[config.mk]
export PLATFORM = sky130hd
export DESIGN_NAME = overwriting_ring_fifo_core_flat
export DESIGN_NICKNAME = d
export VERILOG_FILES = /design/src/rtl/orf_pkg.sv /design/src/rtl/orf_in_if.sv /design/src/rtl/orf_out_if.sv /design/src/rtl/orf_ram.sv /design/src/rtl/orf_ctrl.sv /design/src/rtl/orf_datapath.sv /design/src/rtl/overwriting_ring_fifo_core.sv /design/src/flat_wrapper.sv
export SDC_FILE = /design/constraint.sdc
export NUM_CORES = 2
export LEC_CHECK = 0
export BUFFER_PORTS_ARGS = -buffer_cell sky130_fd_sc_hd__buf_2
export CORE_ASPECT_RATIO = 0.6
export CORE_MARGIN = 4
export CORE_UTILIZATION = 40
export DETAILED_ROUTE_END_ITERATION = 12
export GPL_TIMING_DRIVEN = 1
export PLACE_DENSITY_LB_ADDON = 0.1
export SYNTH_ARGS = -nofsm -noshare
export SYNTH_HDL_FRONTEND = slang
export SYNTH_SLANG_ARGS = --single-unit
[constraint.sdc]
create_clock -name clk_i -period 7.04 [get_ports clk_i]
set_input_delay 0.352 -clock clk_i [delete_from_list [all_inputs] [get_ports clk_i]]
set_output_delay 0.352 -clock clk_i [all_outputs]
set_load 0.02 [all_outputs]
[src/rtl/orf_pkg.sv]
// ----------------------------------------------------------------------------
// orf_pkg: shared types and constants for the overwriting ring fifo
// Command codes, controller states, control struct and port widths.
// ----------------------------------------------------------------------------
package orf_pkg;

  // payload and register widths
  localparam int unsigned CmdW     = 2;
  localparam int unsigned DataW    = 32;
  localparam int unsigned LenW     = 6;
  localparam int unsigned CapW     = 7;
  localparam int unsigned ApbAddrW = 3;
  localparam int unsigned ApbDataW = 32;

  // capacity register value after reset
  localparam logic [CapW-1:0] CapReset = 7'd64;

  // register index taken from the word-aligned address bit
  localparam logic RegCapacity = 1'b0;

  // queue commands
  typedef enum logic [CmdW-1:0] {
    CMD_ENQ  = 2'd0,
    CMD_DEQ  = 2'd1,
    CMD_CLR  = 2'd2,
    CMD_STAT = 2'd3
  } cmd_e;

  // controller states: which of pending stage and output register hold data
  typedef enum logic [1:0] {
    ST_IDLE = 2'd0,
    ST_PEND = 2'd1,
    ST_OUT  = 2'd2,
    ST_BOTH = 2'd3
  } state_e;

  // commands from controller to datapath
  typedef struct packed {
    logic accept;
    logic load_out;
  } ctrl_cmd_t;

endpackage

[src/rtl/orf_in_if.sv]
// ----------------------------------------------------------------------------
// orf_in_if: request channel
// Valid/ready channel carrying one queue command and its element.
// ----------------------------------------------------------------------------
interface orf_in_if;
  logic                        valid;
  logic                        ready;
  logic [orf_pkg::CmdW-1:0]    command;
  logic [orf_pkg::DataW-1:0]   data_in;

  modport source (output valid, output command, output data_in, input ready);
  modport sink   (input valid, input command, input data_in, output ready);
endinterface

[src/rtl/orf_out_if.sv]
// ----------------------------------------------------------------------------
// orf_out_if: response channel
// Valid/ready channel carrying the element read and the queue status.
// ----------------------------------------------------------------------------
interface orf_out_if;
  logic                        valid;
  logic                        ready;
  logic [orf_pkg::DataW-1:0]   data_out;
  logic                        ok;
  logic                        is_empty;
  logic                        is_full;
  logic [orf_pkg::LenW-1:0]    length;

  modport source (output valid, output data_out, output ok, output is_empty,
                  output is_full, output length, input ready);
  modport sink   (input valid, input data_out, input ok, input is_empty,
                  input is_full, input length, output ready);
endinterface

[src/rtl/orf_ram.sv]
// ----------------------------------------------------------------------------
// orf_ram: generic single-port-write, single-port-read ram
// One write and one registered read per cycle, no reset on contents.
// ----------------------------------------------------------------------------
module orf_ram #(
  parameter int unsigned Width = 32,
  parameter int unsigned Depth = 64
) (
  input  logic                     clk_i,
  input  logic                     we_i,
  input  logic [$clog2(Depth)-1:0] waddr_i,
  input  logic [Width-1:0]         wdata_i,
  input  logic                     re_i,
  input  logic [$clog2(Depth)-1:0] raddr_i,
  output logic [Width-1:0]         rdata_o
);

  logic [Width-1:0] mem_q [Depth];
  logic [Width-1:0] rdata_q;

  // write port
  always_ff @(posedge clk_i) begin
    if (we_i) begin
      mem_q[waddr_i] <= wdata_i;
    end
  end

  // registered read port, holds when not enabled
  always_ff @(posedge clk_i) begin
    if (re_i) begin
      rdata_q <= mem_q[raddr_i];
    end
  end

  assign rdata_o = rdata_q;

endmodule

[src/rtl/orf_ctrl.sv]
// ----------------------------------------------------------------------------
// orf_ctrl: transaction flow controller
// Tracks the pending stage and output register, drives ready and valid.
// ----------------------------------------------------------------------------
module orf_ctrl (
  input  logic               clk_i,
  input  logic               rst_ni,
  input  logic               in_valid_i,
  output logic               in_ready_o,
  output logic               out_valid_o,
  input  logic               out_ready_i,
  output orf_pkg::ctrl_cmd_t cmd_o
);

  orf_pkg::state_e state_q, state_d;
  logic            acc;
  logic            take;

  // handshake events
  assign acc  = in_valid_i && (state_q != orf_pkg::ST_BOTH);
  assign take = out_ready_i && ((state_q == orf_pkg::ST_OUT) ||
                                (state_q == orf_pkg::ST_BOTH));

  // next state
  always_comb begin
    state_d = state_q;
    unique case (state_q)
      orf_pkg::ST_IDLE: begin
        state_d = acc ? orf_pkg::ST_PEND : orf_pkg::ST_IDLE;
      end
      orf_pkg::ST_PEND: begin
        state_d = acc ? orf_pkg::ST_BOTH : orf_pkg::ST_OUT;
      end
      orf_pkg::ST_OUT: begin
        if (take) begin
          state_d = acc ? orf_pkg::ST_PEND : orf_pkg::ST_IDLE;
        end else begin
          state_d = acc ? orf_pkg::ST_BOTH : orf_pkg::ST_OUT;
        end
      end
      orf_pkg::ST_BOTH: begin
        state_d = take ? orf_pkg::ST_OUT : orf_pkg::ST_BOTH;
      end
      default: state_d = orf_pkg::ST_IDLE;
    endcase
  end

  // outputs
  always_comb begin
    in_ready_o     = (state_q != orf_pkg::ST_BOTH);
    out_valid_o    = 1'b0;
    cmd_o.accept   = acc;
    cmd_o.load_out = 1'b0;
    unique case (state_q)
      orf_pkg::ST_IDLE: begin
      end
      orf_pkg::ST_PEND: begin
        cmd_o.load_out = 1'b1;
      end
      orf_pkg::ST_OUT: begin
        out_valid_o = 1'b1;
      end
      orf_pkg::ST_BOTH: begin
        out_valid_o    = 1'b1;
        cmd_o.load_out = take;
      end
      default: begin
      end
    endcase
  end

  // state register
  always_ff @(posedge clk_i or negedge rst_ni) begin
    if (!rst_ni) begin
      state_q <= orf_pkg::ST_IDLE;
    end else begin
      state_q <= state_d;
    end
  end

endmodule

[src/rtl/orf_datapath.sv]
// ----------------------------------------------------------------------------
// orf_datapath: ring pointers, fill count, slot ram and result registers
// Updates the queue on each accepted transaction and builds its response.
// ----------------------------------------------------------------------------
module orf_datapath #(
  parameter int unsigned DEPTH     = 64,
  parameter int unsigned ELEM_BITS = 32
) (
  input  logic                        clk_i,
  input  logic                        rst_ni,
  input  orf_pkg::ctrl_cmd_t          cmd_i,
  input  logic                        cfg_wr_i,
  input  logic [orf_pkg::CapW-1:0]    cap_i,
  input  logic [orf_pkg::CmdW-1:0]    command_i,
  input  logic [orf_pkg::DataW-1:0]   data_in_i,
  output logic [orf_pkg::DataW-1:0]   data_out_o,
  output logic                        ok_o,
  output logic                        is_empty_o,
  output logic                        is_full_o,
  output logic [orf_pkg::LenW-1:0]    length_o
);

  localparam int unsigned PW = $clog2(DEPTH);
  localparam int unsigned NW = $clog2(DEPTH + 1);
  localparam int unsigned CW = (NW > orf_pkg::CapW) ? NW : orf_pkg::CapW;

  logic [PW-1:0]        head_q, head_d, tail_q, tail_d;
  logic [NW-1:0]        cnt_q, cnt_d;
  logic [NW-1:0]        ring_n, ring_last;
  logic [CW-1:0]        cap_ext;
  logic                 full_now, empty_now;
  logic                 deq_hit, ok_now;
  orf_pkg::cmd_e        cmd;
  logic [ELEM_BITS-1:0] rdata;
  logic                 ram_we;

  // pending stage
  logic                      s1_deq_q, s1_ok_q, s1_empty_q, s1_full_q;
  logic [orf_pkg::LenW-1:0]  s1_len_q;

  // output register
  logic [orf_pkg::DataW-1:0] data_out_q;
  logic                      ok_q, empty_q, full_q;
  logic [orf_pkg::LenW-1:0]  len_q;

  // step one pointer with wrap at the ring size
  function automatic logic [PW-1:0] adv(input logic [PW-1:0] p, input logic [NW-1:0] last);
    logic [PW-1:0] r;
    r = (NW'(p) == last) ? '0 : p + PW'(1);
    return r;
  endfunction

  // ring size clamped to 2..DEPTH
  assign cap_ext = CW'(cap_i);
  always_comb begin
    if (cap_i < orf_pkg::CapW'(2)) begin
      ring_n = NW'(2);
    end else if (cap_ext > CW'(DEPTH)) begin
      ring_n = NW'(DEPTH);
    end else begin
      ring_n = NW'(cap_i);
    end
  end
  assign ring_last = ring_n - NW'(1);

  assign cmd       = orf_pkg::cmd_e'(command_i);
  assign full_now  = (cnt_q == ring_last);
  assign empty_now = (cnt_q == '0);

  // queue update for one transaction
  always_comb begin
    head_d  = head_q;
    tail_d  = tail_q;
    cnt_d   = cnt_q;
    deq_hit = 1'b0;
    ok_now  = 1'b1;
    if (cmd_i.accept) begin
      unique case (cmd)
        orf_pkg::CMD_ENQ: begin
          // full queue drops its oldest entry
          if (full_now) begin
            head_d = adv(head_q, ring_last);
          end else begin
            cnt_d = cnt_q + NW'(1);
          end
          tail_d = adv(tail_q, ring_last);
        end
        orf_pkg::CMD_DEQ: begin
          if (empty_now) begin
            ok_now = 1'b0;
          end else begin
            deq_hit = 1'b1;
            head_d  = adv(head_q, ring_last);
            cnt_d   = cnt_q - NW'(1);
          end
        end
        orf_pkg::CMD_CLR: begin
          head_d = '0;
          tail_d = '0;
          cnt_d  = '0;
        end
        orf_pkg::CMD_STAT: begin
        end
        default: begin
        end
      endcase
    end
    // capacity write empties the queue
    if (cfg_wr_i) begin
      head_d = '0;
      tail_d = '0;
      cnt_d  = '0;
    end
  end

  // pointer and count registers
  always_ff @(posedge clk_i or negedge rst_ni) begin
    if (!rst_ni) begin
      head_q <= '0;
      tail_q <= '0;
      cnt_q  <= '0;
    end else begin
      head_q <= head_d;
      tail_q <= tail_d;
      cnt_q  <= cnt_d;
    end
  end

  // slot storage, head slot read on every accepted transaction
  assign ram_we = cmd_i.accept && (cmd == orf_pkg::CMD_ENQ);

  orf_ram #(
    .Width (ELEM_BITS),
    .Depth (DEPTH)
  ) u_orf_ram (
    .clk_i   (clk_i),
    .we_i    (ram_we),
    .waddr_i (tail_q),
    .wdata_i (ELEM_BITS'(data_in_i)),
    .re_i    (cmd_i.accept),
    .raddr_i (head_q),
    .rdata_o (rdata)
  );

  // pending stage, status after the transaction
  always_ff @(posedge clk_i) begin
    if (cmd_i.accept) begin
      s1_deq_q   <= deq_hit;
      s1_ok_q    <= ok_now;
      s1_empty_q <= (cnt_d == '0);
      s1_full_q  <= (cnt_d == ring_last);
      s1_len_q   <= orf_pkg::LenW'(cnt_d);
    end
  end

  // output register, read data joins the status here
  always_ff @(posedge clk_i) begin
    if (cmd_i.load_out) begin
      data_out_q <= s1_deq_q ? orf_pkg::DataW'(rdata) : '0;
      ok_q       <= s1_ok_q;
      empty_q    <= s1_empty_q;
      full_q     <= s1_full_q;
      len_q      <= s1_len_q;
    end
  end

  assign data_out_o = data_out_q;
  assign ok_o       = ok_q;
  assign is_empty_o = empty_q;
  assign is_full_o  = full_q;
  assign length_o   = len_q;

endmodule

[src/rtl/overwriting_ring_fifo_core.sv]
// ----------------------------------------------------------------------------
// overwriting_ring_fifo_core: ring fifo whose enqueue overwrites the oldest
//
// Requests arrive on req_i (command, data_in) and every request gives exactly
// one response on rsp_o (data_out, ok, is_empty, is_full, length), in order.
// Commands: enqueue (drops the oldest entry when full), dequeue (ok low and
// zero data when empty), clear, and status query. At most capacity-1 entries
// are held, with capacity clamped to 2..DEPTH. The capacity register sits at
// APB address 0; writing it empties the queue. The user must write it only
// while no transaction is in flight; the block does not enforce this.
// A response turns valid once its request has passed the registered slot ram
// read and pending stage and then the output register.
// With a ready receiver a request can be accepted while the previous one is
// in the single pending stage in front of the output register.
// A stalled receiver holds the response; one more request is accepted into
// the pending stage, after which req_i.ready drops.
// Reset clears pointers, fill count, handshake state and sets capacity to 64;
// slot contents are not cleared; only written slots supply read data.
// ----------------------------------------------------------------------------
module overwriting_ring_fifo_core #(
  parameter int unsigned DEPTH     = 64,
  parameter int unsigned ELEM_BITS = 32
) (
  input  logic                          clk_i,
  input  logic                          rst_ni,
  orf_in_if.sink                        req_i,
  orf_out_if.source                     rsp_o,
  input  logic                          psel,
  input  logic                          penable,
  input  logic                          pwrite,
  input  logic [orf_pkg::ApbAddrW-1:0]  paddr,
  input  logic [orf_pkg::ApbDataW-1:0]  pwdata,
  output logic [orf_pkg::ApbDataW-1:0]  prdata,
  output logic                          pready
);

  orf_pkg::ctrl_cmd_t        cmd;
  logic                      cfg_wr;
  logic [orf_pkg::CapW-1:0]  cap_q;
  logic                      cap_sel;

  // register port, capacity only
  assign pready  = 1'b1;
  assign cap_sel = (paddr[orf_pkg::ApbAddrW-1] == orf_pkg::RegCapacity);
  assign cfg_wr  = psel && penable && pwrite && pready && cap_sel;
  assign prdata  = cap_sel ? orf_pkg::ApbDataW'(cap_q) : '0;

  always_ff @(posedge clk_i or negedge rst_ni) begin
    if (!rst_ni) begin
      cap_q <= orf_pkg::CapReset;
    end else if (cfg_wr) begin
      cap_q <= pwdata[orf_pkg::CapW-1:0];
    end
  end

  // flow controller
  orf_ctrl u_orf_ctrl (
    .clk_i       (clk_i),
    .rst_ni      (rst_ni),
    .in_valid_i  (req_i.valid),
    .in_ready_o  (req_i.ready),
    .out_valid_o (rsp_o.valid),
    .out_ready_i (rsp_o.ready),
    .cmd_o       (cmd)
  );

  // queue datapath
  orf_datapath #(
    .DEPTH     (DEPTH),
    .ELEM_BITS (ELEM_BITS)
  ) u_orf_datapath (
    .clk_i      (clk_i),
    .rst_ni     (rst_ni),
    .cmd_i      (cmd),
    .cfg_wr_i   (cfg_wr),
    .cap_i      (cap_q),
    .command_i  (req_i.command),
    .data_in_i  (req_i.data_in),
    .data_out_o (rsp_o.data_out),
    .ok_o       (rsp_o.ok),
    .is_empty_o (rsp_o.is_empty),
    .is_full_o  (rsp_o.is_full),
    .length_o   (rsp_o.length)
  );

endmodule

[src/flat_wrapper.sv]
// flat-port wrapper written by rule: the top's interface ports become plain ports
module overwriting_ring_fifo_core_flat 
#(
  parameter int unsigned DEPTH     = 64,
  parameter int unsigned ELEM_BITS = 32
)
  (clk_i, rst_ni, psel, penable, pwrite, paddr, pwdata, prdata, pready, req_i_valid, req_i_command, req_i_data_in, req_i_ready, rsp_o_valid, rsp_o_data_out, rsp_o_ok, rsp_o_is_empty, rsp_o_is_full, rsp_o_length, rsp_o_ready);
  orf_in_if req_i_i ();
  orf_out_if rsp_o_i ();
  input  logic clk_i;
  input  logic rst_ni;
  input  logic psel;
  input  logic penable;
  input  logic pwrite;
  input  logic [orf_pkg::ApbAddrW-1:0] paddr;
  input  logic [orf_pkg::ApbDataW-1:0] pwdata;
  output logic [orf_pkg::ApbDataW-1:0] prdata;
  output logic pready;
  input wire logic [$bits(req_i_i.valid)-1:0] req_i_valid;
  input wire logic [$bits(req_i_i.command)-1:0] req_i_command;
  input wire logic [$bits(req_i_i.data_in)-1:0] req_i_data_in;
  output wire logic [$bits(req_i_i.ready)-1:0] req_i_ready;
  output wire logic [$bits(rsp_o_i.valid)-1:0] rsp_o_valid;
  output wire logic [$bits(rsp_o_i.data_out)-1:0] rsp_o_data_out;
  output wire logic [$bits(rsp_o_i.ok)-1:0] rsp_o_ok;
  output wire logic [$bits(rsp_o_i.is_empty)-1:0] rsp_o_is_empty;
  output wire logic [$bits(rsp_o_i.is_full)-1:0] rsp_o_is_full;
  output wire logic [$bits(rsp_o_i.length)-1:0] rsp_o_length;
  input wire logic [$bits(rsp_o_i.ready)-1:0] rsp_o_ready;
  assign req_i_i.valid = req_i_valid;
  assign req_i_i.command = req_i_command;
  assign req_i_i.data_in = req_i_data_in;
  assign req_i_ready = req_i_i.ready;
  assign rsp_o_valid = rsp_o_i.valid;
  assign rsp_o_data_out = rsp_o_i.data_out;
  assign rsp_o_ok = rsp_o_i.ok;
  assign rsp_o_is_empty = rsp_o_i.is_empty;
  assign rsp_o_is_full = rsp_o_i.is_full;
  assign rsp_o_length = rsp_o_i.length;
  assign rsp_o_i.ready = rsp_o_ready;
  overwriting_ring_fifo_core #(.DEPTH(DEPTH), .ELEM_BITS(ELEM_BITS)) u_core (.clk_i(clk_i), .rst_ni(rst_ni), .req_i(req_i_i), .rsp_o(rsp_o_i), .psel(psel), .penable(penable), .pwrite(pwrite), .paddr(paddr), .pwdata(pwdata), .prdata(prdata), .pready(pready));
endmodule
==> results_dict.tcl <==
set metrics [dict create \
    area.sequential_um2 64700 \
    final_layout_size_suffix_gt1_share_pct 19.9 \
    grt_setup_unrepaired "false" \
    finalCritPeriodShare_pct 61.9 \
    initial_core_util_pct 40.5 \
    tightest_slew_ps 1350 \
    synthMuxAreaShare_pct 14.2 \
    cts_tree "yes" \
    dpl.hpwl_um 133000 \
    synth_ff_type "edfxtp_1" \
    hold_viol 0 \
    ys_types 71 \
    syn_to_final_growth_pct 13.2 \
    vias 42700 \
    clk_latency_ps 860 \
    cts_root_buf "clkbuf_16" \
    grt_max_degree 103 \
    multiInputGateArea_um2 18500 \
    antenna_found_initial 33 \
    totalWireLength_um 241000 \
    vias_per_cell 5.85 \
    synthCells 4196 \
    yosys.area_share.xor_xnor_pct 0.276 \
    dp.cells 6918 \
    cts_buffers 206 \
    avgSynthCellArea_um2 20.0 \
    die_area_um2 217000 \
    final_nets 4468 \
    portBuffers 98 \
    synth_fa_ha_area_share_pct 0.0746 \
    synth-seq-cells 2159 \
    path_class "reg -> reg" \
    layout_setup_ws_ps 2680 \
    final_cells 7296 \
    grtUsageTotal_pct 21.9 \
    die_w_um 599 \
    crit_path_end_kind "register" \
    worst_slew_margin_rel_pct 9.79 \
    ys_seq_area_share_pct 77.1 \
    drc 0 \
    rows 129 \
    p_total_mw 33.7 \
    final_cell_mix "edfxtp_1, mux2i_1, mux4_2" \
    cp-start-kind "register" \
    cts_setup_buffers 0 \
    synth_edf_count 2131 \
    p_leak_nw 29.5 \
    die_h_um 363 \
    yosys.area_share.simple_pct 2.05 \
    coreArea_um2 207000 \
    cts_resized 0 \
    cts_buffer_depth 4 \
    hold_class "in -> reg" \
    synth_area_um2 83900 \
    gr-total-overflow 0 \
    initialDrtViolationCount 5213 \
    fill_cells 17400 \
    utilization_pct 45.8 \
    outcome "completed" \
    grt_pass1_wl_um 335000 \
    p_per_area_nw_per_um2 355 \
    io_pins 152 \
    gp_congestion 0.793 \
    cap_violations 0 \
    synth-compound-area-share_pct 4.81 \
    ys_warn_count 0 \
    grt_pass1_vias 41400 \
    synth_top_family_by_area "multiplexers" \
    pre_cts_slack_ps 2410 \
    h-tree-depth 4 \
    ir_worst_vdd_mv 0.256 \
    final_antenna_net_count 0 \
    cts_sinks 2159 \
    critPathArrivalTime_ps 5040 \
    drt-pass1-iter-count 5 \
    synth_async_sr_flop_share_pct 1.30 \
    fin_crit_ps 4360 \
    clk_pin_slew_ps 70 \
    drv_slew 0 \
    tns_ps 0 \
    final_common_cell "edfxtp_1" \
    clock_skew_ps 46.6 \
    wl_per_cell_um 33.0 \
    critPathMaxFanout 13 \
    fmax_mhz 229 \
    crit_required_ps 7730 \
    setup_violations 0 \
]
-- flip-flops by register name, indices dropped and copies added, names as in the netlist, 2 cells and up --
signal                                   count
u_core.u_orf_datapath.u_orf_ram.rdata_o     32
u_core.cap_q                                 7
u_core.u_orf_datapath.head_q                 6
u_core.u_orf_ctrl.state_q                    2
u_core.u_orf_datapath.cnt_q                  7
u_core.u_orf_datapath.data_out_o            32
u_core.u_orf_datapath.u_orf_ram.mem_q     2048
u_core.u_orf_datapath.s1_len_q               6
u_core.u_orf_datapath.tail_q                 6
u_core.u_orf_datapath.length_o               6
-- metrics by stage --
| step | hold slack, ps | instance area (um^2) |
|---|---|---|
| floorplan | 56.4 | 84000 |
| global placement | 404 | 88400 |
| finish | 96.6 | 94900 |
| CTS | 3.88 | 94900 |
| global route | 71.8 | 94900 |
| detailed placement | 406 | 88400 |
-- layout make-up --
type,count,share of cell area [%]
inverters,13,0.0567
flip-flops and latches,2159,68.2
multi-input cells,1774,19.5
clock inverters,91,0.952
diodes,6,0.0158
clock buffers,269,5.83
repair buffers,233,1.83
well taps,2751,3.63
-- cells in the mapped netlist, drive strengths merged, types with 2 or more instances --
cell type | count | area (um^2)
or4b | 2 | 23.8
o22ai | 118 | 738
a21o | 2 | 15.0
nor2 | 82 | 308
xor2 | 5 | 43.8
o31ai | 7 | 52.6
edfxtp | 2131 | 64000
dfrtp | 27 | 676
and4 | 2 | 17.5
a22o | 2 | 17.5
nor4 | 9 | 68.8
o21ai | 35 | 179
conb | 2 | 7.51
a211oi | 6 | 67.6
inv | 12 | 45.0
and3 | 4 | 25.0
nand3b | 3 | 22.5
clkbuf | 144 | 541
a21oi | 135 | 676
nand3 | 16 | 80.1
xnor2 | 18 | 165
o211ai | 4 | 35.0
buf | 130 | 651
mux2i | 469 | 4690
o311a | 2 | 20.0
or3 | 2 | 12.5
ha | 5 | 62.6
or4 | 2 | 15.0
o221ai | 234 | 2050
nor3 | 9 | 45.0
a31oi | 5 | 46.3
nand2b | 11 | 68.8
nor4b | 2 | 17.5
mux4 | 320 | 7210
a211o | 2 | 17.5
and2 | 37 | 231
o21a | 2 | 15.0
nand4 | 5 | 37.5
nor2b | 13 | 81.3
nand2 | 162 | 608
-- critical path: stages, from the launching register on --
cell and delay, ps:
dfrtp_1 560, nor3_1 380, a21oi_1 270, inv_1 110, ha_1 320, or4b_4 530
o311ai_4 250, a211oi_2 130, nand4_1 280, o21ai_0 150, a221oi_2 430, xor2_1 110
nor4_1 430, and4_1 270
-- logic make-up after synthesis --
family | count (synthesis)
flops | 2159
compound gates | 563
fa+ha+maj | 5
xor+xnor | 24
other cells | 2
simple gates | 367
mux | 789
buf+inv | 287
-- metal layers --
metal  track usage, %  wire (um)  vias up
li1                 -          -    17800
met2             30.7     101000     1604
met3             4.55      19600      292
met4             3.71       3800        0
met5                0          0        -
met1             35.4     116000    22900
-- report_power, final --
part           switching [mW]  internal [mW]
Sequential              0.355           14.4
Clock                    4.74           6.20
Combinational            4.79           3.19
Total                    9.89           23.8
-- path summary, 6_finish.rpt --
kind / startpoint / endpoint / slack (ps) / depth (start not counted)
setup / recovery: u_core.cap_q[2] / u_core.u_orf_datapath.s1_full_q / 2680 / 13
hold / removal: req_i_command[1] / u_core.u_orf_datapath.s1_ok_q / 100 / 3
setup reg to reg: u_core.cap_q[2] / u_core.u_orf_datapath.s1_full_q / 2680 / 13
hold reg to reg: u_core.u_orf_datapath.s1_len_q[5] / u_core.u_orf_datapath.length_o[5] / 410 / 0
max in group asynchronous: rst_ni / u_core.u_orf_datapath.head_q[3] / 6330 / 2
min in group asynchronous: rst_ni / u_core.u_orf_ctrl.state_q[1] / 120 / 2
-- repair_timing --
| item | CTS | global route |
|---|---|---|
| hold buffers | 12 | 0 |
| setup endpoints to repair | 0 | 0 |
| hold endpoints to repair | 63 | 0 |
Power figures use the tool's default switching activity.
